$ cat src/sv/ppu_pkg.sv
// ----------------------------------------------------------------------------
// ppu_pkg
// Shared types and constants of the packed pixel unpacker: depth codes,
// register map, dimension limits and the structs passed between blocks.
// ----------------------------------------------------------------------------
`default_nettype none

package ppu_pkg;

	// Dimension limits
	localparam int unsigned MAX_WIDTH  = 4096;
	localparam int unsigned MAX_HEIGHT = 4096;
	localparam int unsigned COL_W      = $clog2(MAX_WIDTH);
	localparam int unsigned ROW_W      = $clog2(MAX_HEIGHT);
	localparam int unsigned DIM_W      = 13;

	// Source depth codes (code 3 runs as 4 bpp)
	localparam logic [1:0] MODE_1BPP = 2'd0;
	localparam logic [1:0] MODE_2BPP = 2'd1;
	localparam logic [1:0] MODE_4BPP = 2'd2;

	// Register map, word index on paddr[3:2]
	localparam int unsigned APB_AW = 4;
	localparam logic [1:0] REG_BITS_MODE    = 2'd0;
	localparam logic [1:0] REG_NORMALIZE    = 2'd1;
	localparam logic [1:0] REG_ROW_WIDTH    = 2'd2;
	localparam logic [1:0] REG_IMAGE_HEIGHT = 2'd3;

	// Byte queue between front and back
	localparam int unsigned QDEPTH = 2;
	localparam int unsigned QPTR_W = $clog2(QDEPTH);
	localparam int unsigned QCNT_W = $clog2(QDEPTH + 1);

	// Working configuration seen by the back end
	typedef struct packed {
		logic [1:0]       mode;
		logic             normalize;
		logic [COL_W-1:0] last_col;
		logic [ROW_W-1:0] last_row;
	} cfg_t;

	// Head of the byte queue
	typedef struct packed {
		logic       valid;
		logic [7:0] data;
	} head_t;

endpackage

`default_nettype wire

$ cat src/sv/ppu_in_if.sv
// ----------------------------------------------------------------------------
// ppu_in_if
// Packed byte channel: valid/ready handshake with one source byte per beat.
// ----------------------------------------------------------------------------
`default_nettype none

interface ppu_in_if;
	logic       valid;
	logic       ready;
	logic [7:0] packed_byte;

	modport source (output valid, output packed_byte, input ready);
	modport sink   (input valid, input packed_byte, output ready);
endinterface

`default_nettype wire

$ cat src/sv/ppu_out_if.sv
// ----------------------------------------------------------------------------
// ppu_out_if
// Pixel channel: valid/ready handshake with one unpacked pixel and its
// byte, row and image flags per beat.
// ----------------------------------------------------------------------------
`default_nettype none

interface ppu_out_if;
	logic       valid;
	logic       ready;
	logic [7:0] pixel_value;
	logic       last_of_byte;
	logic       end_of_row;
	logic       end_of_image;

	modport source (output valid, output pixel_value, output last_of_byte,
		output end_of_row, output end_of_image, input ready);
	modport sink   (input valid, input pixel_value, input last_of_byte,
		input end_of_row, input end_of_image, output ready);
endinterface

`default_nettype wire

$ cat src/sv/ppu_regs.sv
// ----------------------------------------------------------------------------
// ppu_regs
// APB register file. Holds the four configuration registers and derives the
// clamped last column and last row indexes for the back end.
// ----------------------------------------------------------------------------
`default_nettype none

module ppu_regs (
	input  wire logic                       clk,
	input  wire logic                       arst_n,
	input  wire logic                       psel,
	input  wire logic                       penable,
	input  wire logic                       pwrite,
	input  wire logic [ppu_pkg::APB_AW-1:0] paddr,
	input  wire logic [31:0]                pwdata,
	output logic [31:0]                     prdata,
	output logic                            pready,
	output ppu_pkg::cfg_t                   cfg
);
	import ppu_pkg::*;

	logic [1:0]       bits_mode_q;
	logic             normalize_q;
	logic [DIM_W-1:0] row_width_q;
	logic [DIM_W-1:0] image_height_q;
	logic [1:0]       idx;
	logic             wr_en;
	logic [DIM_W-1:0] width_m1;
	logic [DIM_W-1:0] height_m1;

	assign pready = 1'b1;
	assign idx    = paddr[3:2];
	assign wr_en  = psel && penable && pwrite && pready;

	// Register writes
	always_ff @(posedge clk or negedge arst_n) begin
		if (!arst_n) begin
			bits_mode_q    <= MODE_1BPP;
			normalize_q    <= 1'b1;
			row_width_q    <= DIM_W'(1);
			image_height_q <= DIM_W'(1);
		end else if (wr_en) begin
			case (idx)
				REG_BITS_MODE:    bits_mode_q    <= pwdata[1:0];
				REG_NORMALIZE:    normalize_q    <= pwdata[0];
				REG_ROW_WIDTH:    row_width_q    <= pwdata[DIM_W-1:0];
				REG_IMAGE_HEIGHT: image_height_q <= pwdata[DIM_W-1:0];
				default: ;
			endcase
		end
	end

	// Read mux
	always_comb begin
		case (idx)
			REG_BITS_MODE:    prdata = {30'd0, bits_mode_q};
			REG_NORMALIZE:    prdata = {31'd0, normalize_q};
			REG_ROW_WIDTH:    prdata = {{(32-DIM_W){1'b0}}, row_width_q};
			REG_IMAGE_HEIGHT: prdata = {{(32-DIM_W){1'b0}}, image_height_q};
			default:          prdata = 32'd0;
		endcase
	end

	// Clamp dimensions: zero acts as one, oversize saturates to the limit
	assign width_m1  = row_width_q - DIM_W'(1);
	assign height_m1 = image_height_q - DIM_W'(1);

	always_comb begin
		cfg.mode      = bits_mode_q;
		cfg.normalize = normalize_q;
		if (row_width_q == '0)
			cfg.last_col = '0;
		else if (row_width_q > DIM_W'(MAX_WIDTH))
			cfg.last_col = COL_W'(MAX_WIDTH - 1);
		else
			cfg.last_col = width_m1[COL_W-1:0];
		if (image_height_q == '0)
			cfg.last_row = '0;
		else if (image_height_q > DIM_W'(MAX_HEIGHT))
			cfg.last_row = ROW_W'(MAX_HEIGHT - 1);
		else
			cfg.last_row = height_m1[ROW_W-1:0];
	end

endmodule

`default_nettype wire

$ cat src/sv/ppu_front.sv
// ----------------------------------------------------------------------------
// ppu_front
// Front end: accepts packed source bytes and queues them for the back end.
// Ready depends only on the fill level, so it has no combinational path from the output.
// ----------------------------------------------------------------------------
`default_nettype none

module ppu_front (
	input  wire logic    clk,
	input  wire logic    arst_n,
	ppu_in_if.sink       byte_in,
	input  wire logic    pop,
	output ppu_pkg::head_t head
);
	import ppu_pkg::*;

	logic [7:0]        mem_q [QDEPTH];
	logic [QPTR_W-1:0] wr_ptr_q;
	logic [QPTR_W-1:0] rd_ptr_q;
	logic [QCNT_W-1:0] count_q;
	logic              push;
	logic              pop_ok;

	assign byte_in.ready = (count_q != QCNT_W'(QDEPTH));
	assign push          = byte_in.valid && byte_in.ready;
	assign pop_ok        = pop && (count_q != '0);
	assign head.valid    = (count_q != '0);
	assign head.data     = mem_q[rd_ptr_q];

	// Queue storage
	always_ff @(posedge clk) begin
		if (push)
			mem_q[wr_ptr_q] <= byte_in.packed_byte;
	end

	// Pointers and fill level
	always_ff @(posedge clk or negedge arst_n) begin
		if (!arst_n) begin
			wr_ptr_q <= '0;
			rd_ptr_q <= '0;
			count_q  <= '0;
		end else begin
			if (push)
				wr_ptr_q <= wr_ptr_q + QPTR_W'(1);
			if (pop_ok)
				rd_ptr_q <= rd_ptr_q + QPTR_W'(1);
			case ({push, pop_ok})
				2'b10:   count_q <= count_q + QCNT_W'(1);
				2'b01:   count_q <= count_q - QCNT_W'(1);
				default: count_q <= count_q;
			endcase
		end
	end

endmodule

`default_nettype wire

$ cat src/sv/ppu_back.sv
// ----------------------------------------------------------------------------
// ppu_back
// Back end: unpacks the byte one pixel per cycle unless stalled, expands it,
// tracks column and row position and drives the registered pixel output.
// ----------------------------------------------------------------------------
`default_nettype none

module ppu_back (
	input  wire logic          clk,
	input  wire logic          arst_n,
	input  wire ppu_pkg::cfg_t  cfg,
	input  wire ppu_pkg::head_t head,
	output logic               pop,
	ppu_out_if.source          pixel_out
);
	import ppu_pkg::*;

	logic             cur_valid_q;
	logic [7:0]       cur_byte_q;
	logic [2:0]       pix_q;
	logic [COL_W-1:0] col_q;
	logic [ROW_W-1:0] row_q;
	logic             out_valid_q;
	logic [7:0]       out_pix_q;
	logic             out_lob_q;
	logic             out_eor_q;
	logic             out_eoi_q;

	logic       out_can;
	logic       adv;
	logic [3:0] raw;
	logic [7:0] value;
	logic [2:0] last_idx;
	logic [7:0] next_byte;
	logic       eor;
	logic       eoi;
	logic       last_pix;

	assign out_can = !out_valid_q || pixel_out.ready;
	assign adv     = cur_valid_q && out_can;

	// Pixel select and expansion by depth
	always_comb begin
		case (cfg.mode)
			MODE_1BPP: begin
				raw       = {3'd0, cur_byte_q[7]};
				last_idx  = 3'd7;
				next_byte = {cur_byte_q[6:0], 1'b0};
				value     = cfg.normalize ? {8{cur_byte_q[7]}} : {7'd0, cur_byte_q[7]};
			end
			MODE_2BPP: begin
				raw       = {2'd0, cur_byte_q[7:6]};
				last_idx  = 3'd3;
				next_byte = {cur_byte_q[5:0], 2'b00};
				value     = cfg.normalize ? {4{cur_byte_q[7:6]}} : {6'd0, cur_byte_q[7:6]};
			end
			default: begin
				raw       = cur_byte_q[7:4];
				last_idx  = 3'd1;
				next_byte = {cur_byte_q[3:0], 4'd0};
				value     = cfg.normalize ? {raw, raw} : {4'd0, raw};
			end
		endcase
	end

	// Position flags
	assign eor      = (col_q >= cfg.last_col);
	assign eoi      = eor && (row_q >= cfg.last_row);
	assign last_pix = eor || (pix_q == last_idx);
	assign pop      = out_can && (!cur_valid_q || last_pix);

	// Current byte and pixel index
	always_ff @(posedge clk or negedge arst_n) begin
		if (!arst_n) begin
			cur_valid_q <= 1'b0;
			pix_q       <= '0;
		end else if (pop) begin
			cur_valid_q <= head.valid;
			pix_q       <= '0;
		end else if (adv) begin
			pix_q <= pix_q + 3'd1;
		end
	end

	always_ff @(posedge clk) begin
		if (pop)
			cur_byte_q <= head.data;
		else if (adv)
			cur_byte_q <= next_byte;
	end

	// Column and row counters
	always_ff @(posedge clk or negedge arst_n) begin
		if (!arst_n) begin
			col_q <= '0;
			row_q <= '0;
		end else if (adv) begin
			if (eor) begin
				col_q <= '0;
				row_q <= eoi ? '0 : row_q + ROW_W'(1);
			end else begin
				col_q <= col_q + COL_W'(1);
			end
		end
	end

	// Output register
	always_ff @(posedge clk or negedge arst_n) begin
		if (!arst_n)
			out_valid_q <= 1'b0;
		else if (out_can)
			out_valid_q <= cur_valid_q;
	end

	always_ff @(posedge clk) begin
		if (adv) begin
			out_pix_q <= value;
			out_lob_q <= last_pix;
			out_eor_q <= eor;
			out_eoi_q <= eoi;
		end
	end

	assign pixel_out.valid        = out_valid_q;
	assign pixel_out.pixel_value  = out_pix_q;
	assign pixel_out.last_of_byte = out_lob_q;
	assign pixel_out.end_of_row   = out_eor_q;
	assign pixel_out.end_of_image = out_eoi_q;

endmodule

`default_nettype wire

$ cat src/sv/packed_pixel_unpacker.sv
// ----------------------------------------------------------------------------
// packed_pixel_unpacker
// Unpacks 1, 2 or 4 bpp source bytes, first pixel in the high bits, into
// 8-bit pixels with byte, row and image end flags.
//
//   channel     role   beat payload
//   byte_in     sink   packed_byte
//   pixel_out   source pixel_value, last_of_byte, end_of_row, end_of_image
//   APB         slave  bits_mode, normalize, row_width, image_height
//
// One pixel leaves per cycle while pixel_out is ready; a byte gives 8, 4 or 2
// pixels at 1, 2 or 4 bpp, fewer when a row ends inside it. The back end
// counts the pixels of each byte. A two-byte queue parts input from unpacking,
// and the pixel output is registered. Reset clears counters and queue.
// ----------------------------------------------------------------------------
`default_nettype none

module packed_pixel_unpacker (
	input  wire logic                       clk,
	input  wire logic                       arst_n,
	input  wire logic                       psel,
	input  wire logic                       penable,
	input  wire logic                       pwrite,
	input  wire logic [ppu_pkg::APB_AW-1:0] paddr,
	input  wire logic [31:0]                pwdata,
	output logic [31:0]                     prdata,
	output logic                            pready,
	ppu_in_if.sink                          byte_in,
	ppu_out_if.source                       pixel_out
);
	import ppu_pkg::*;

	cfg_t  cfg;
	head_t head;
	logic  pop;

	ppu_regs u_regs (
		.clk     (clk),
		.arst_n  (arst_n),
		.psel    (psel),
		.penable (penable),
		.pwrite  (pwrite),
		.paddr   (paddr),
		.pwdata  (pwdata),
		.prdata  (prdata),
		.pready  (pready),
		.cfg     (cfg)
	);

	ppu_front u_front (
		.clk     (clk),
		.arst_n  (arst_n),
		.byte_in (byte_in),
		.pop     (pop),
		.head    (head)
	);

	ppu_back u_back (
		.clk       (clk),
		.arst_n    (arst_n),
		.cfg       (cfg),
		.head      (head),
		.pop       (pop),
		.pixel_out (pixel_out)
	);

endmodule

`default_nettype wire
$ cat src/flat_wrapper.sv
// flat-port wrapper written by rule: the top's interface ports become plain ports
module packed_pixel_unpacker_flat import ppu_pkg::*;
  (clk, arst_n, psel, penable, pwrite, paddr, pwdata, prdata, pready, byte_in_valid, byte_in_packed_byte, byte_in_ready, pixel_out_valid, pixel_out_pixel_value, pixel_out_last_of_byte, pixel_out_end_of_row, pixel_out_end_of_image, pixel_out_ready);
  ppu_in_if byte_in_i ();
  ppu_out_if pixel_out_i ();
  input  wire logic clk;
  input  wire logic arst_n;
  input  wire logic psel;
  input  wire logic penable;
  input  wire logic pwrite;
  input  wire logic [ppu_pkg::APB_AW-1:0] paddr;
  input  wire logic [31:0] pwdata;
  output logic [31:0] prdata;
  output logic pready;
  input wire logic [$bits(byte_in_i.valid)-1:0] byte_in_valid;
  input wire logic [$bits(byte_in_i.packed_byte)-1:0] byte_in_packed_byte;
  output wire logic [$bits(byte_in_i.ready)-1:0] byte_in_ready;
  output wire logic [$bits(pixel_out_i.valid)-1:0] pixel_out_valid;
  output wire logic [$bits(pixel_out_i.pixel_value)-1:0] pixel_out_pixel_value;
  output wire logic [$bits(pixel_out_i.last_of_byte)-1:0] pixel_out_last_of_byte;
  output wire logic [$bits(pixel_out_i.end_of_row)-1:0] pixel_out_end_of_row;
  output wire logic [$bits(pixel_out_i.end_of_image)-1:0] pixel_out_end_of_image;
  input wire logic [$bits(pixel_out_i.ready)-1:0] pixel_out_ready;
  assign byte_in_i.valid = byte_in_valid;
  assign byte_in_i.packed_byte = byte_in_packed_byte;
  assign byte_in_ready = byte_in_i.ready;
  assign pixel_out_valid = pixel_out_i.valid;
  assign pixel_out_pixel_value = pixel_out_i.pixel_value;
  assign pixel_out_last_of_byte = pixel_out_i.last_of_byte;
  assign pixel_out_end_of_row = pixel_out_i.end_of_row;
  assign pixel_out_end_of_image = pixel_out_i.end_of_image;
  assign pixel_out_i.ready = pixel_out_ready;
  packed_pixel_unpacker u_core (.clk(clk), .arst_n(arst_n), .psel(psel), .penable(penable), .pwrite(pwrite), .paddr(paddr), .pwdata(pwdata), .prdata(prdata), .pready(pready), .byte_in(byte_in_i), .pixel_out(pixel_out_i));
endmodule
$ cat config.mk
export PLATFORM = sky130hd
export DESIGN_NAME = packed_pixel_unpacker_flat
export DESIGN_NICKNAME = d
export VERILOG_FILES = /design/src/sv/ppu_pkg.sv /design/src/sv/ppu_in_if.sv /design/src/sv/ppu_out_if.sv /design/src/sv/ppu_regs.sv /design/src/sv/ppu_front.sv /design/src/sv/ppu_back.sv /design/src/sv/packed_pixel_unpacker.sv /design/src/flat_wrapper.sv
export SDC_FILE = /design/constraint.sdc
export NUM_CORES = 1
export LEC_CHECK = 0
export BUFFER_PORTS_ARGS = -buffer_cell sky130_fd_sc_hd__buf_2
export CAP_MARGIN = 30
export CORE_MARGIN = 2
export CORE_UTILIZATION = 52
export CTS_CLUSTER_SIZE = 30
export DETAILED_ROUTE_END_ITERATION = 10
export PLACE_DENSITY = 0.88
export SLEW_MARGIN = 20
export SYNTH_ARGS = -nofsm -noshare
export SYNTH_HDL_FRONTEND = slang
export SYNTH_SLANG_ARGS = --single-unit
$ cat constraint.sdc
create_clock -name clk -period 3.92 [get_ports clk]
set_input_delay 0 -clock clk [delete_from_list [all_inputs] [get_ports clk]]
set_output_delay 0 -clock clk [all_outputs]
set_load 0.01 [all_outputs]
==> results of run 1 <==
## logic make-up (layout without fill, tap and decap cells)
logic type / after synthesis / count (layout) / share of synthesized area (%)
flip-flops: 97 / 97 / 44.87
XOR/XNOR: 24 / 24 / 3.619
AND/OR/NAND/NOR: 179 / 179 / 15.79
adder cells (fa/ha/maj): 31 / 31 / 6.635
multiplexers: 61 / 61 / 11.29
other: 2 / 20 / 0.1293
AO/OA/AOI/OAI: 112 / 112 / 11.91
buffers and inverters: 65 / 144 / 5.751
## worst max path at each step
stage	endpoint	depth (start not counted)	startpoint
finish	u_core.u_front.count_q[1]	14	u_core.u_regs.row_width_q[10]
CTS	u_core.u_front.count_q[1]	15	u_core.u_regs.row_width_q[5]
global placement	u_core.u_back.row_q[4]	15	u_core.u_regs.image_height_q[0]
floorplan	u_core.u_front.count_q[1]	18	u_core.u_regs.row_width_q[2]
global route	u_core.u_front.count_q[1]	18	u_core.u_regs.row_width_q[4]
detailed placement	u_core.u_back.row_q[9]	15	u_core.u_regs.image_height_q[0]
## what timing repair did
action | in CTS | in global routing
setup endpoints to repair | 15 | 21
hold buffers | 24 | 0
pin swaps | 0 | 14
gates resized for setup | 3 | 19
setup buffers | 0 | 6
hold endpoints to repair | 108 | 0
## Yosys cell counts, types with 11 or more instances
master,instances,area [µm²]
xnor2_1,11,96.34
clkbuf_1,15,56.30
xor2_1,13,113.9
nor2_1,43,161.4
edfxtp_1,35,1051
mux2_2,26,292.8
inv_1,20,75.07
mux2i_1,34,340.3
nor2b_1,20,125.1
dfrtp_1,59,1476
nor3_1,18,90.09
a21oi_1,31,155.2
o21ai_0,39,195.2
buf_4,21,157.7
nand2_1,42,157.7
a22o_1,11,96.34
ha_1,30,375.4
## per-stage QoR
step	utilization (%)	hold slack, ns	TNS, ns	cells	power (mW)
after detailed placement	57.32	0.1907	0	762	2.813
after CTS	61.57	0.06154	0	802	3.569
final	62.73	0.09174	0	808	3.633
after global routing	62.73	0.1168	-0.07311	808	3.884
after floorplan	-	-0.2956	0	589	2.443
after global placement	57.25	0.1871	0	761	2.711
## metal layers
metal  GRT usage [%]  part of all wire [%]  up-vias
met5               0                     0        -
met4           7.776                   2.3        0
met3           5.335                   4.4       26
met2           41.89                    53      140
met1           27.16                    40     2274
li1                -                     -     2186
## worst register-to-register path, cell delays in order (launching register included)
cell and delay (ns):
dfrtp_1 0.45, or4_1 0.58, or3_4 0.41, and2_4 0.18, a21oi_2 0.10, ha_1 0.25
a211o_1 0.26, a31oi_1 0.17, o221ai_2 0.16, a211oi_2 0.32, nor3_2 0.11, ha_2 0.24
xnor2_2 0.14, nor2_2 0.14, xor2_1 0.16
## registers in the layout, summed over array words and instances, names as in the netlist, 2 cells and up
name / count
u_core.u_front.count_q: 2
u_core.u_regs.bits_mode_q: 2
u_core.u_front.mem_q: 16
u_core.u_regs.row_width_q: 13
u_core.u_back.cur_byte_q: 8
u_core.u_back.row_q: 12
u_core.u_back.pixel_out.pixel_value: 8
u_core.u_regs.image_height_q: 13
u_core.u_back.pix_q: 3
u_core.u_back.col_q: 12
## where the power goes
group,total (mW),internal (mW),switching [mW]
combinational,1.27,0.610,0.657
clock,0.732,0.318,0.414
sequential,1.63,1.34,0.298
## cells in the final DEF (no fill, tap or decap), drive strengths merged, types with 24 or more instances in the layout
| cell | netlist | layout |
|---|---|---|
| o21ai | 40 | 40 |
| mux2i | 34 | 34 |
| mux2 | 26 | 26 |
| a21oi | 31 | 31 |
| ha | 30 | 30 |
| dfrtp | 59 | 59 |
| inv | 20 | 25 |
| dlygate4sd3 | 0 | 24 |
| nand2 | 42 | 42 |
| edfxtp | 35 | 35 |
| nor2 | 43 | 43 |
| buf | 29 | 83 |
## final cells by class
class	count	area share, %
Clock buffer	9	1.814
Clock inverter	7	1.429
Inverter	21	1.154
Multi-Input combinational cell	427	44.24
Sequential cell	97	38.18
Tap cell	140	2.565
Timing Repair Buffer	107	10.62
==> flow_summary.toml, run 1 <==
[synth]
yosys.cell_types.count = 58
avgSynthCellArea_um2 = 10.17
synth-seq-cells = 97
synth_area_mm2 = 0.005808
synth-async-reset-ratio_pct = 63.92
synth_flop_cell = "dfrtp_1"
synth_cells = 571
yosysSeqAreaShare_pct = 44.87
yosys_warnings = 0
synth_edf_count = 35

[drt]
drcViolationCount = 0
num_vias = 4626
drtAntennaViolNets = 0
routed_wl_um = 13230
dr.pass1.iters = 5
wire_per_inst_um = 16.38
via_per_inst = 5.725
drt-initial-drc-count = 292

[critical_path]
arrival_ns = 4.05
cp_data_required_time_ns = 4.25
start_kind = "register"
reg2reg_depth = 14
path_buf_inv = 0
reg2reg_from = "u_core.u_regs.row_width_q[10]"
crit_chain = "or4_1 -> or3_4 -> and2_4 -> a21oi_2 -> ha_1 -> a211o_1 -> a31oi_1 -> o221ai_2 -> a211oi_2 -> nor3_2 -> ha_2 -> xnor2_2 -> nor2_2 -> xor2_1"
reg2reg_to = "u_core.u_front.count_q[1]"
reg2reg_slack_ns = 0.20
crit_type = "reg2reg"
cpLargestDelayFamily = "simple AND/OR/NAND/NOR gates"
cpPeakStageDelay_ns = 0.58
critPathCaptureType = "register"
slowest_stage = "or4_1"
cp_max_fo = 4

[place]
hpwl_um = 9279
place_congestion = 0.8392
pre_cts_ws_ns = 0.02309
post_dp_cell_area_mm2 = 0.006241
port_buffers = 55

[floorplan]
initial_core_util_pct = 53.34
die_width_um = 109.7
core_mm2 = 0.01089
boundaryPins = 97
rows = 38
die_area_mm2 = 0.01203
dieHeight_um = 109.7

[global_route]
grt_pass1_wl_um = 21650
grt-ovfl-total = 0
grt_pass1_vias = 4607
grt_usage_pct = 23.24
antenna_found_initial = 0
grt_max_degree = 63

[cells_and_area]
fillers = 819
nNetsFinal = 744
regArea_mm2 = 0.002608
design_area_mm2 = 0.006830
multi_input_area_mm2 = 0.003022
antennaDiodeCount = 0
drive_above_1_share_pct = 23.20
area_growth_pct = 17.60

[hold_path]
min_path_type = "in2reg"
min_to = "u_core.u_regs.bits_mode_q[1]"
hold_depth = 4
hp-start = "penable"

[cts]
cts-root-buf = "clkbuf_8"
clock_latency_ns = 0.40
cts.sink_count = 97
clockBufferDepth = 2
cts.reportedPaths.clkPinSlew_ns = 0.11
cts_tree = "yes"
cts_buffers = 9
ctsHtreeMaxLevel = 3

[timing]
setup_viol = 0
worst_slack_ns = 0.1978
fin_crit_ns = 3.722
hold_violations = 0
final.period_utilization_pct = 94.95
max_slew.worst_pin.slew_ns = 0.7866
fin_skew_ns = 0.01524
slew_headroom_pct = 47.56
max_freq_mhz = 268.7
slew_viol_final = 0

[run_status]
outcome = "complete, no violations"

[power]
p_leak_nw = 3.100
power_density_mw_per_mm2 = 531.9
vdd_drop_max_v = 0.0003577

[run]
maxCapViolCount = 0
Power figures use the tool's default switching activity.
==> run 2, diff against run 1 <==
--- a/config.mk
+++ b/config.mk
@@ -7,11 +7,13 @@
 export LEC_CHECK = 0
 export BUFFER_PORTS_ARGS = -buffer_cell sky130_fd_sc_hd__buf_2
 export CAP_MARGIN = 30
+export CELL_PAD_IN_SITES_DETAIL_PLACEMENT = 2
+export CELL_PAD_IN_SITES_GLOBAL_PLACEMENT = 2
 export CORE_MARGIN = 2
-export CORE_UTILIZATION = 52
-export CTS_CLUSTER_SIZE = 30
+export CORE_UTILIZATION = 33
+export CTS_CLUSTER_SIZE = 10
 export DETAILED_ROUTE_END_ITERATION = 10
-export PLACE_DENSITY = 0.88
+export PLACE_DENSITY = 0.87
 export SLEW_MARGIN = 20
 export SYNTH_ARGS = -nofsm -noshare
 export SYNTH_HDL_FRONTEND = slang
==> run 2 against run 1 <==
Against the previous run: combinational power increased by 21%; clock power increased by 33%; worst setup slack got worse by 0.17 ns; total power increased by 15%; critical path depth increased by 1; global-route usage decreased by 1.7 points; clock-buffer cell count unchanged; via count increased by 3.7%; final area increased by 6.0%; clock skew about the same; largest power group unchanged.
==> flow_summary.toml, run 2 (same netlist as run 1, synthesis figures left out) <==
[hold_path]
hold_depth = 5
min_path_type = "in2reg"

[drt]
drtAntennaViolNets = 0
num_vias = 4795
via_per_inst = 5.304
wire_per_inst_um = 22.04
routed_wl_um = 19920
dr.pass1.iters = 4
drt-initial-drc-count = 193
drcViolationCount = 0

[power]
vdd_drop_max_v = 0.0002639
combPwrFrac_pct = 36.9
power_density_mw_per_mm2 = 577.3
p_leak_nw = 3.215
p_seq_share_pct = 39.8
p_clk_share_pct = 23.3
p_int_mw = 2.502
switching_share_pct = 40.15
p_switching_mw = 1.678

[global_route]
grt_pass1_wl_um = 30460
antenna_found_initial = 1
grt-ovfl-total = 0
grt_busiest_layer = "met2"
grt_pass1_vias = 5547
met2_usage_pct = 41.06
grt_usage_pct = 21.58
met1_usage_pct = 23.33
grt_max_degree = 63
met3_usage_pct = 3.778

[cts]
cts-root-buf = "clkbuf_16"
clock_latency_ns = 0.37
ctsHtreeMaxLevel = 3
clockBufferDepth = 2
cts_tree = "yes"
cts.sink_count = 97
cts.reportedPaths.clkPinSlew_ns = 0.09
cts_buffers = 9

[timing]
fin_crit_ns = 3.890
setup_viol = 0
fin_skew_ns = 0.01500
hold_violations = 0
grt_setup_unrepaired = "yes"
max_freq_mhz = 257.0
max_slew.worst_pin.slew_ns = 0.8634
final.period_utilization_pct = 99.24
slew_viol_final = 0
slew_headroom_pct = 42.44

[critical_path]
slowest_stage = "dfrtp_1"
crit_type = "reg2reg"
critPathCaptureType = "register"
start_kind = "register"
reg2reg_slack_ns = 0.03
cp_data_required_time_ns = 4.16
cp_max_fo = 3
reg2reg_to = "u_core.u_front.count_q[0]"
reg2reg_from = "u_core.u_regs.row_width_q[5]"
crit_end = "u_core.u_front.count_q[0]"
arrival_ns = 4.13
crit_start = "u_core.u_regs.row_width_q[5]"
crit_chain = "nor4_4 -> nand2_1 -> or2_1 -> or3_4 -> and2_4 -> o21ai_1 -> ha_2 -> nor2_1 -> or3_4 -> o221ai_4 -> a211oi_2 -> nor3_2 -> ha_2 -> buf_4 -> xnor2_1"
reg2reg_depth = 15
cpPeakStageDelay_ns = 0.45

[place]
port_buffers = 55
place_congestion = 0.7993
dp.cells = 852
hpwl_um = 12910

[floorplan]
die_area_mm2 = 0.01868
dieHeight_um = 136.7
core_mm2 = 0.01724
initial_core_util_pct = 33.70
rows = 48
boundaryPins = 97
die_width_um = 136.7

[cells_and_area]
largest_reg_flops = 16
fillers = 1835
nNetsFinal = 755
most-common-layout-cells = "dfrtp_1 (59), buf_2 (55), nor2_1 (41)"
area_growth_pct = 24.69
instances_no_fill = 904
top_regs = "u_core.u_front.mem_q x16, u_core.u_regs.image_height_q x13, u_core.u_regs.row_width_q x13"
antennaDiodeCount = 0
layout_commonest_cell = "dfrtp_1"
drive_above_1_share_pct = 26.95
top_register = "u_core.u_front.mem_q"
post-route-util_pct = 42.02

[run]
maxCapViolCount = 0

[run_status]
outcome = "complete, no violations"
run 2: how the worst min path moves through the flow:
stage	end	slack, ns	startpoint
2_1_floorplan	u_core.u_back.col_q[0]	-0.30	arst_n
6_report	u_core.u_back.pix_q[2]	0.11	pixel_out_ready
3_5_place_dp	u_core.u_front.mem_q[1][4]	0.19	byte_in_packed_byte[4]
4_1_cts	u_core.u_back.pix_q[1]	0.09	pixel_out_ready
3_3_place_gp	u_core.u_front.mem_q[0][4]	0.19	byte_in_packed_byte[4]
5_1_grt	u_core.u_back.pix_q[2]	0.14	pixel_out_ready
run 2: worst max-delay path: cells and delay by family (launching register included):
kind                       cells  cell delay, ns
DFF                            1            0.45
adders and majority gates      2            0.55
AOI/OAI and AO/OA              3            0.55
xor gates and xnor gates       1            0.13
buffers and inverters          1            0.14
and+or+nand+nor                8            1.95
run 2: layout make-up:
cell class | instances | area, µm² | share of cell area, %
multi-input cells | 427 | 3147 | 43.45
flip-flops and latches | 97 | 2606 | 35.99
repair buffers | 118 | 817.0 | 11.28
well taps | 225 | 281.5 | 3.887
clock buffers | 9 | 225.2 | 3.110
clock inverters | 7 | 86.33 | 1.192
inverters | 21 | 78.83 | 1.088
run 2: through the flow:
step / hold slack [ns] / setup WS (ns) / TNS, ns / instance area [µm²] / power [mW]
6_report: 0.1067 / 0.02960 / 0 / 7242 / 4.180
3_5_place_dp: 0.1912 / -0.2259 / -1.506 / 6387 / 2.930
5_1_grt: 0.1372 / -0.08722 / -0.1771 / 7242 / 4.421
3_3_place_gp: 0.1884 / 0.1108 / 0 / 6385 / 2.774
2_1_floorplan: -0.2956 / 0.06858 / 0 / 5881 / 2.443
4_1_cts: 0.08556 / 0.008733 / 0 / 7076 / 3.957
run 2: routing by layer:
metal | vias up | wire length [µm]
met5 | - | 8
met4 | 2 | 680
met3 | 41 | 445
met2 | 78 | 10990
met1 | 2458 | 7798
li1 | 2216 | -
run 2: power by group through the flow:
stage | clock [mW] | sequential (mW) | combinational [mW]
after floorplan | 0 | 1.54 | 0.902
after global placement | 0 | 1.62 | 1.15
after detailed placement | 0 | 1.66 | 1.27
after CTS | 0.961 | 1.65 | 1.35
after global routing | 1.02 | 1.70 | 1.70
final | 0.976 | 1.66 | 1.54
run 2: timing repair:
| item | 4_1_cts | 5_1_grt |
|---|---|---|
| resized for setup | 14 | 37 |
| pin swaps | 11 | 22 |
| cloned | 1 | 0 |
| buffers inserted | 9 | 4 |
| hold buffers | 23 | 0 |
| hold endpoints to repair | 105 | 0 |
| setup endpoints to repair | 21 | 25 |
